<file path="config.mk">
export PLATFORM = sky130hd
export DESIGN_NAME = hsd_ram
export DESIGN_NICKNAME = d
export VERILOG_FILES = /design/src/hsd_ram.sv
export SDC_FILE = /design/constraint.sdc
export NUM_CORES = 1
export LEC_CHECK = 0
export BUFFER_PORTS_ARGS = -buffer_cell sky130_fd_sc_hd__buf_2
export CAP_MARGIN = 20
export CORE_AREA = 2 2 39 41
export CTS_CLUSTER_DIAMETER = 120
export CTS_CLUSTER_SIZE = 12
export DETAILED_ROUTE_END_ITERATION = 8
export DIE_AREA = 0 0 41 43
export PLACE_DENSITY_LB_ADDON = 0.1
export SKIP_CTS_REPAIR_TIMING = 1
export SYNTH_ARGS = -nofsm -noshare
export SYNTH_HDL_FRONTEND = slang
export SYNTH_SLANG_ARGS = --single-unit
</file>
<file path="constraint.sdc">
create_clock -name clk -period 1.17 [get_ports clk]
set_clock_uncertainty 0.2 [all_clocks]
set_input_delay 0.117 -clock clk [delete_from_list [all_inputs] [get_ports clk]]
set_output_delay 0.117 -clock clk [all_outputs]
set_load 0.02 [all_outputs]
</file>
<file path="src/hsd_ram.sv">
// simple dual port synchronous ram, one write and one registered read port
// no dependencies
`timescale 1ns / 1ps

module hsd_ram #(
  parameter int DEPTH = 4,
  parameter int AW    = 2,
  parameter int DW    = 1
) (
  input  logic          clk,
  input  logic          we,
  input  logic [AW-1:0] waddr,
  input  logic [DW-1:0] wdata,
  input  logic          re,
  input  logic [AW-1:0] raddr,
  output logic [DW-1:0] rdata
);

  logic [DW-1:0] mem [DEPTH];

  always_ff @(posedge clk) begin
    if (we) begin
      mem[waddr] <= wdata;
    end
    if (re) begin
      rdata <= mem[raddr];
    end
  end

endmodule

</file>
==> results.py, run 1 <==
metrics = {
    "run_status": {
        "status": "complete, but fails checks",
        "failed_checks": "hold timing, setup timing",
    },
    "drt": {
        "via_per_inst": 3.53,
        "drt_first_pass_iters": 1,
        "drt-total-wl_um": 393,
        "wl_per_cell_um": 9.83,
        "drtAntennaViolNets": 0,
        "drtIter0Drc": 0,
        "vias": 141,
        "post-route-drc-count": 0,
    },
    "sta": {
        "maxSlewViolCount": 0,
        "timing.hold.ws_ns": -0.000321,
        "slew-limit-headroom": 0.841,
        "rsz0062_at_grt": "yes",
        "setup_ws_ns": -0.102,
        "hold_viol": 1,
        "worst_pin_slew_ns": 0.238,
        "min_period_ns": 1.27,
        "period_share": 1.09,
        "setup_viol": 1,
        "clock.fmax_ghz": 0.786,
    },
    "worst_setup_path": {
        "cp-start-kind": "flop",
        "crit_chain": "mux4_2",
        "startpoint": "mem[3]",
        "rr_startpoint": "mem[3]",
        "crit_path_end_kind": "flop",
        "critPathMaxFanout": 1,
        "worst-path-stages": 1,
        "r2r_slack_ns": -0.10,
        "crit_family": "multiplexers",
        "critPathMaxStageDelay_ns": 0.46,
        "path_buf_inv": 0,
        "ff2ff_path_depth": 1,
        "criticalPathCategory": "flop to flop",
        "slowest_stage": "mux4_2",
        "r2r_end": "rdata",
        "arrival_ns": 1.05,
        "crit_required_ns": 0.95,
    },
    "placed_design": {
        "finalWeightedCongestion": 0.534,
        "io_buffer_count": 8,
        "placed_area_um2": 264,
    },
    "grt": {
        "grt_pass1_wl_um": 614,
        "grt.overflow.total": 0,
        "grt_pass1_vias": 169,
        "grt_util_all_layers": 0.0597,
        "antenna_found_initial": 0,
        "grt_max_degree": 5,
    },
    "clock_network": {
        "clock_path_buffers": 2,
        "cts_htree_levels": 1,
        "numClockSinks": 5,
        "clkLatencyLatePin_ns": 0.24,
        "cts_buffers": 3,
        "cts_tree": "yes",
        "path_clk_slew_ns": 0.05,
        "cts-root-buf": "clkbuf_4",
    },
    "job": {
        "maxCapViolCount": 0,
    },
    "layout": {
        "diodes": 0,
        "finalInstanceArea_um2": 310,
        "fin_nets": 33,
        "final_core_util": 0.224,
        "n_fill_cell": 158,
        "drive_above_1_share": 0.500,
        "area_growth_pct": 52.1,
    },
    "worst_hold_path": {
        "min_path_cells": 2,
        "hold_end": "mem[0]",
        "min_path_type": "primary input to flop",
        "hp-start": "waddr[1]",
    },
    "logic_synthesis": {
        "syn-num-nets": 18,
        "ys_seq_elements": 5,
        "syn-mean-instance-area_um2": 20.4,
        "synth_area_leaders": "edfxtp_1 (74%), mux4_2 (11%), and3b_1 (8.6%)",
        "synth_top_area_frac": 0.736,
        "synth_cells": 10,
        "yosysSeqAreaShare": 0.736,
        "netlist-cell-type-count": 5,
        "synth_warnings": 0,
        "syn-cell-area_um2": 204,
        "yosys.area.top_type": "edfxtp_1",
    },
    "die": {
        "die_area_um2": 1760,
        "die_h_um": 43,
        "start_util": 0.147,
        "pin_count": 9,
        "die_w_um": 41,
        "core.rowCount": 14,
        "core_um2": 1380,
    },
    "power": {
        "powerDensity_nw_per_um2": 1450,
        "p_leak_nw": 0.129,
        "ir_drop_mv": 0.417,
    },
}
==> cell type report <==
cell class                 instances  area (µm²)  share of cell area
clock buffer                       4        26.3              0.0847
tap                               16        20.0              0.0645
timing repair buffer              10        60.1               0.194
sequential                         5         150               0.484
multi-input combinational          5        53.8               0.173
==> worst max-delay path by stage <==
stage	to	slack [ns]
6_report	rdata	-0.10
4_1_cts	rdata	-0.11
3_5_place_dp	rdata	-0.11
5_1_grt	rdata	-0.14
2_1_floorplan	rdata	-0.08
3_3_place_gp	rdata	-0.1
==> cells in the final DEF, fill, tap and decap left out, drive strengths merged <==
master,instances
buf,8
edfxtp,5
clkbuf,4
and3b,2
dlygate4sd3,2
nor3b,1
mux4,1
and3,1
==> cell usage after synthesis <==
cell,n
edfxtp_1,5
and3b_1,2
and3_1,1
mux4_2,1
nor3b_1,1
==> flip-flops by register name, indices dropped and copies added (netlist names) <==
register / count
mem: 4
rdata: 1
==> per-layer routing <==
layer	part of all wire	track usage
met1	0.35	0.0495
met2	0.59	0.0906
met3	0.059	0.0157
met4	0	0.0800
met5	0	0
==> cells by family (layout without fill, tap and decap cells) <==
| group | count (synthesis) | count (layout) | synth area share |
|---|---|---|---|
| buf+inv | 0 | 14 | 0 |
| flops | 5 | 5 | 0.736 |
| mux | 1 | 1 | 0.110 |
| simple gates | 4 | 4 | 0.153 |
==> per-stage QoR <==
step | setup TNS [ns] | setup slack [ns] | instances | total power [W]
after CTS | -0.114 | -0.114 | 38 | 0.000459
after global placement | -0.0986 | -0.0986 | 34 | 0.000248
final | -0.102 | -0.102 | 40 | 0.000449
after detailed placement | -0.108 | -0.108 | 34 | 0.000248
after floorplan | -0.0768 | -0.0768 | 10 | 0.000228
after global routing | -0.139 | -0.139 | 40 | 0.000484
==> power by group <==
part           internal [W]   total, W  leakage (nW)  switching [W]
Sequential         0.000209   0.000211        0.0465     0.00000212
Combinational     0.0000230  0.0000387        0.0672      0.0000156
Clock              0.000129   0.000200        0.0150      0.0000707
Total              0.000361   0.000449         0.129      0.0000884
Power figures use the tool's default switching activity.
==> run 2: changes to the inputs <==
--- a/config.mk
+++ b/config.mk
@@ -5,6 +5,7 @@
 export SDC_FILE = /design/constraint.sdc
 export NUM_CORES = 1
 export LEC_CHECK = 0
+export ABC_AREA = 1
 export BUFFER_PORTS_ARGS = -buffer_cell sky130_fd_sc_hd__buf_2
 export CAP_MARGIN = 20
 export CORE_AREA = 2 2 39 41
==> results.py, run 2 <==
metrics = {
    "logic_synthesis": {
        "netlist-cell-type-count": 6,
        "synth_area_leaders": "edfxtp_1 (63%), inv_1 (14%), nand2_1 (7.9%)",
        "synth_warnings": 0,
        "yosysSeqAreaShare": 0.632,
        "synth_cells": 25,
        "syn-mean-instance-area_um2": 9.51,
        "yosys.area.top_type": "edfxtp_1",
        "ys_top_cells_by_count": "inv_1 (9), edfxtp_1 (5), nand2_1 (5)",
        "syn-num-nets": 33,
        "async_reset_ff_frac": 0,
        "syn-cell-area_um2": 238,
        "ys_seq_elements": 5,
        "synth.most_common_cell": "inv_1",
        "synth_top_flop_cell": "edfxtp_1",
        "synth-edff-count": 5,
        "synth_top_area_frac": 0.632,
    },
    "worst_setup_path": {
        "r2r_end": "rdata",
        "slowest_stage": "edfxtp_1",
        "r2r_slack_ns": 0.12,
        "crit_required_ns": 0.85,
        "worst-path-stages": 1,
        "criticalPathCategory": "flop to output pin",
        "crit_chain": "buf_2",
        "rr_startpoint": "mem[3]",
        "startpoint": "rdata",
        "arrival_ns": 0.77,
        "cp-start-kind": "flop",
        "path_buf_inv": 1,
        "cp-endpoint": "rdata",
        "critPathMaxFanout": 1,
        "ff2ff_path_depth": 4,
        "critPathMaxStageDelay_ns": 0.36,
        "crit_family": "flip-flops",
        "crit_path_end_kind": "output pin",
    },
    "sta": {
        "clock.fmax_ghz": 0.922,
        "setup_viol": 0,
        "rsz0062_at_grt": "no",
        "slew-limit-headroom": 0.862,
        "period_share": 0.927,
        "hold_viol": 0,
        "tns_ns": 0,
        "worst_pin_slew_ns": 0.206,
        "maxSlewViolCount": 0,
        "min_period_ns": 1.09,
    },
    "placed_design": {
        "dp_hpwl_um": 398,
        "io_buffer_count": 8,
        "post-place-cells": 49,
        "finalWeightedCongestion": 0.601,
        "placed_area_um2": 298,
    },
    "die": {
        "core_um2": 1380,
        "start_util": 0.172,
        "die_w_um": 41,
        "pin_count": 9,
        "die_area_um2": 1760,
        "core.rowCount": 14,
        "die_h_um": 43,
    },
    "drt": {
        "via_per_inst": 3.67,
        "drtAntennaViolNets": 0,
        "post-route-drc-count": 0,
        "vias": 202,
        "wl_per_cell_um": 8.71,
        "drt_first_pass_iters": 1,
        "drt-total-wl_um": 479,
        "drtIter0Drc": 0,
    },
    "layout": {
        "reg.largest.list": "mem (4), rdata (1)",
        "area_growth_pct": 44.7,
        "fin_nets": 48,
        "final_common_cell": "inv_1",
        "finalInstanceArea_um2": 344,
        "largest_reg_flops": 4,
        "largest-register": "mem",
        "drive_above_1_share": 0.308,
        "layout_common_cells": "inv_1 (9), buf_2 (8), nand2_1 (5), edfxtp_1 (5)",
        "stdcell_count": 55,
        "diodes": 0,
    },
    "clock_network": {
        "clock_path_buffers": 2,
        "path_clk_slew_ns": 0.04,
        "cts_buffers": 3,
        "cts_tree": "yes",
        "numClockSinks": 5,
        "cts-root-buf": "clkbuf_4",
        "clkLatencyLatePin_ns": 0.24,
        "cts_htree_levels": 1,
    },
    "grt": {
        "antenna_found_initial": 0,
        "grt_util_all_layers": 0.0657,
        "grt_max_degree": 5,
        "grt_pass1_wl_um": 710,
        "grt_pass1_vias": 186,
        "grt.overflow.total": 0,
    },
    "worst_hold_path": {
        "hp-start": "waddr[0]",
        "min_path_type": "primary input to flop",
    },
    "power": {
        "p_leak_nw": 0.171,
        "ir_drop_mv": 0.441,
        "powerDensity_nw_per_um2": 1320,
    },
    "job": {
        "maxCapViolCount": 0,
    },
    "run_status": {
        "status": "finished, final reports clean",
    },
}
==> run 2: cell count changes after synthesis <==
cell     delta
inv_1       +9
and3b_1     -2
and3_1      -1
mux4_2      -1
nand3_1     +2
nor3_2      +1
nor3b_1     -1
nand2_1     +5
nor3_1      +3
==> run 2: final cells by class <==
class | instances | area [µm²]
timing repair buffer | 10 | 60.1
inverter | 9 | 33.8
clock buffer | 4 | 26.3
sequential | 5 | 150
multi-input combinational | 11 | 53.8
fill | 157 | 1040
tap | 16 | 20.0
==> run 2: logic make-up after synthesis <==
logic type | share of synthesized area
buffers and inverters | 0.142
AND/OR/NAND/NOR | 0.226
flip-flops | 0.632
==> run 2: through the flow <==
step           hold slack, ns  power, W   util  worst slack (ns)
2_1_floorplan          0.0159  0.000235      -             0.187
3_3_place_gp            0.115  0.000255  0.215             0.137
3_5_place_dp            0.131  0.000258  0.215             0.111
4_1_cts                -0.122  0.000461  0.234            0.0635
5_1_grt               0.00274  0.000482  0.249            0.0499
6_report              0.00401  0.000454  0.249            0.0850
==> run 2: report_power, final <==
group / total (W) / internal (W) / switching, W
sequential: 0.000212 / 0.000209 / 0.00000248
clock: 0.000194 / 0.000129 / 0.0000658
combinational: 0.0000484 / 0.0000220 / 0.0000264
==> run 2: routing by layer <==
metal / part of all wire / up-vias / GRT usage / wire length (µm)
met3: 0.058 / 0 / 0 / 28
met1: 0.40 / 90 / 0.0658 / 193
met4: 0 / 0 / 0.0800 / 0
met2: 0.54 / 7 / 0.103 / 258
li1: - / 105 / - / -
met5: 0 / - / 0 / 0
==> run 2: worst min-delay path by stage <==
stage	endpoint	slack (ns)	cells past startpoint
floorplan	mem[0]	0.02	0
global placement	rdata	0.12	1
detailed placement	rdata	0.13	1
CTS	rdata	-0.12	1
global route	mem[2]	0.003	2
finish	mem[0]	0.004	2
==> run 2: worst register-to-register path: stages, from the launching register on <==
cell and delay, ns:
edfxtp_1 0.36, inv_1 0.06, nand2_1 0.04, nand3_1 0.07
nand2_1 0.06
==> run 3: changes to the inputs <==
--- a/config.mk
+++ b/config.mk
@@ -8,11 +8,11 @@
 export ABC_AREA = 1
 export BUFFER_PORTS_ARGS = -buffer_cell sky130_fd_sc_hd__buf_2
 export CAP_MARGIN = 20
-export CORE_AREA = 2 2 39 41
+export CORE_AREA = 3 3 40 42
 export CTS_CLUSTER_DIAMETER = 120
 export CTS_CLUSTER_SIZE = 12
 export DETAILED_ROUTE_END_ITERATION = 8
-export DIE_AREA = 0 0 41 43
+export DIE_AREA = 0 0 43 45
 export PLACE_DENSITY_LB_ADDON = 0.1
 export SKIP_CTS_REPAIR_TIMING = 1
 export SYNTH_ARGS = -nofsm -noshare
==> results.py, run 3 (synthesis results as in run 2) <==
metrics = {
    "layout": {
        "final_common_cell": "inv_1",
        "drive_above_1_share": 0.308,
        "reg.largest.list": "mem (4), rdata (1)",
        "layout_common_cells": "inv_1 (9), buf_2 (8), nand2_1 (5), edfxtp_1 (5)",
        "diodes": 0,
        "area_growth_pct": 44.2,
        "largest-register": "mem",
        "fin_nets": 48,
        "largest_reg_flops": 4,
        "n_fill_cell": 147,
    },
    "worst_setup_path": {
        "path_buf_inv": 1,
        "crit_chain": "buf_2",
        "critPathMaxFanout": 1,
        "criticalPathCategory": "flop to output pin",
        "ff2ff_path_depth": 4,
        "crit_required_ns": 0.85,
        "r2r_end": "rdata",
        "crit_path_end_kind": "output pin",
        "slowest_stage": "edfxtp_1",
        "critPathMaxStageDelay_ns": 0.35,
        "rr_startpoint": "mem[3]",
        "worst-path-stages": 1,
        "cp-start-kind": "flop",
        "arrival_ns": 0.75,
        "crit_family": "flip-flops",
        "r2r_slack_ns": 0.16,
    },
    "placed_design": {
        "io_buffer_count": 8,
        "finalWeightedCongestion": 0.697,
        "dp_hpwl_um": 342,
        "pre_cts_ws_ns": 0.144,
    },
    "sta": {
        "min_period_ns": 1.07,
        "rsz0062_at_grt": "no",
        "hold_viol": 0,
        "period_share": 0.916,
        "maxSlewViolCount": 0,
        "tns_ns": 0,
        "setup_ws_ns": 0.0982,
        "setup_viol": 0,
        "clock.fmax_ghz": 0.933,
        "worst_pin_slew_ns": 0.203,
        "slew-limit-headroom": 0.863,
    },
    "grt": {
        "grt_pass1_wl_um": 724,
        "grt_util_met3": 0.0359,
        "gr-usage-met1": 0.0541,
        "antenna_found_initial": 0,
        "grt_util_all_layers": 0.0587,
        "grt.overflow.total": 0,
        "grt.busiest_layer": "met2",
        "use_met2": 0.0808,
        "grt_max_degree": 5,
        "grt_pass1_vias": 188,
    },
    "clock_network": {
        "numClockSinks": 5,
        "cts_htree_levels": 1,
        "cts_tree": "yes",
        "clock_path_buffers": 2,
        "path_clk_slew_ns": 0.04,
        "cts-root-buf": "clkbuf_4",
        "clkLatencyLatePin_ns": 0.24,
        "cts_buffers": 3,
    },
    "run_status": {
        "status": "finished, final reports clean",
    },
    "power": {
        "total_power_w": 0.000451,
        "powerDensity_nw_per_um2": 1310,
        "ir_drop_mv": 0.395,
        "p_leak_nw": 0.171,
    },
    "die": {
        "start_util": 0.185,
        "die_h_um": 45,
        "pin_count": 9,
        "die_area_um2": 1940,
        "core_um2": 1280,
        "die_w_um": 43,
        "core.rowCount": 13,
    },
    "drt": {
        "drt_first_pass_iters": 2,
        "drtAntennaViolNets": 0,
        "wl_per_cell_um": 7.91,
        "drt-total-wl_um": 427,
        "post-route-drc-count": 0,
        "via_per_inst": 3.59,
        "drtIter0Drc": 4,
        "vias": 194,
    },
    "job": {
        "maxCapViolCount": 0,
    },
    "worst_hold_path": {
        "hp-start": "waddr[0]",
        "min_path_cells": 2,
        "hold_end": "mem[0]",
        "min_path_type": "primary input to flop",
    },
}
[run 3: metal layers]
layer  vias to the layer above  part of all wire
li1                        106                 -
met1                        78              0.37
met2                         8              0.51
met3                         2              0.11
met4                         0            0.0094
met5                         -                 0
[run 3: worst max path at each step]
| stage | start | end |
|---|---|---|
| after global routing | mem[1] | rdata |
| after global placement | mem[3] | rdata |
| after CTS | rdata | rdata |
| after detailed placement | mem[1] | rdata |
| after floorplan | mem[3] | rdata |
| final | rdata | rdata |
[run 3: area by class of cell]
type	instances	area [µm²]	area share
clock buffers	4	26.3	0.0766
inverters	9	33.8	0.0985
multi-input cells	11	53.8	0.157
flip-flops and latches	5	150	0.438
well taps	15	18.8	0.0547
repair buffers	10	60.1	0.175
[run 3: where the power goes]
group / leakage (nW) / total [W] / internal, W / switching (W)
clock: 0.0150 / 0.000193 / 0.000129 / 0.0000640
combinational: 0.109 / 0.0000469 / 0.0000220 / 0.0000249
sequential: 0.0466 / 0.000211 / 0.000209 / 0.00000219
[run 3: stage by stage]
stage               utilization  hold slack [ns]  instances  area, µm²
floorplan                     -           0.0159         25        238
global placement          0.231            0.116         48        297
detailed placement        0.231            0.131         48        297
CTS                       0.251           -0.122         52        323
global route              0.267        -0.000650         54        343
finish                    0.267          0.00115         54        343
[run 3: worst register-to-register path, stage by stage (launching register included)]
cell and delay [ns]:
edfxtp_1 0.35, inv_1 0.06, nand2_1 0.04, nand3_1 0.07, nand2_1 0.05
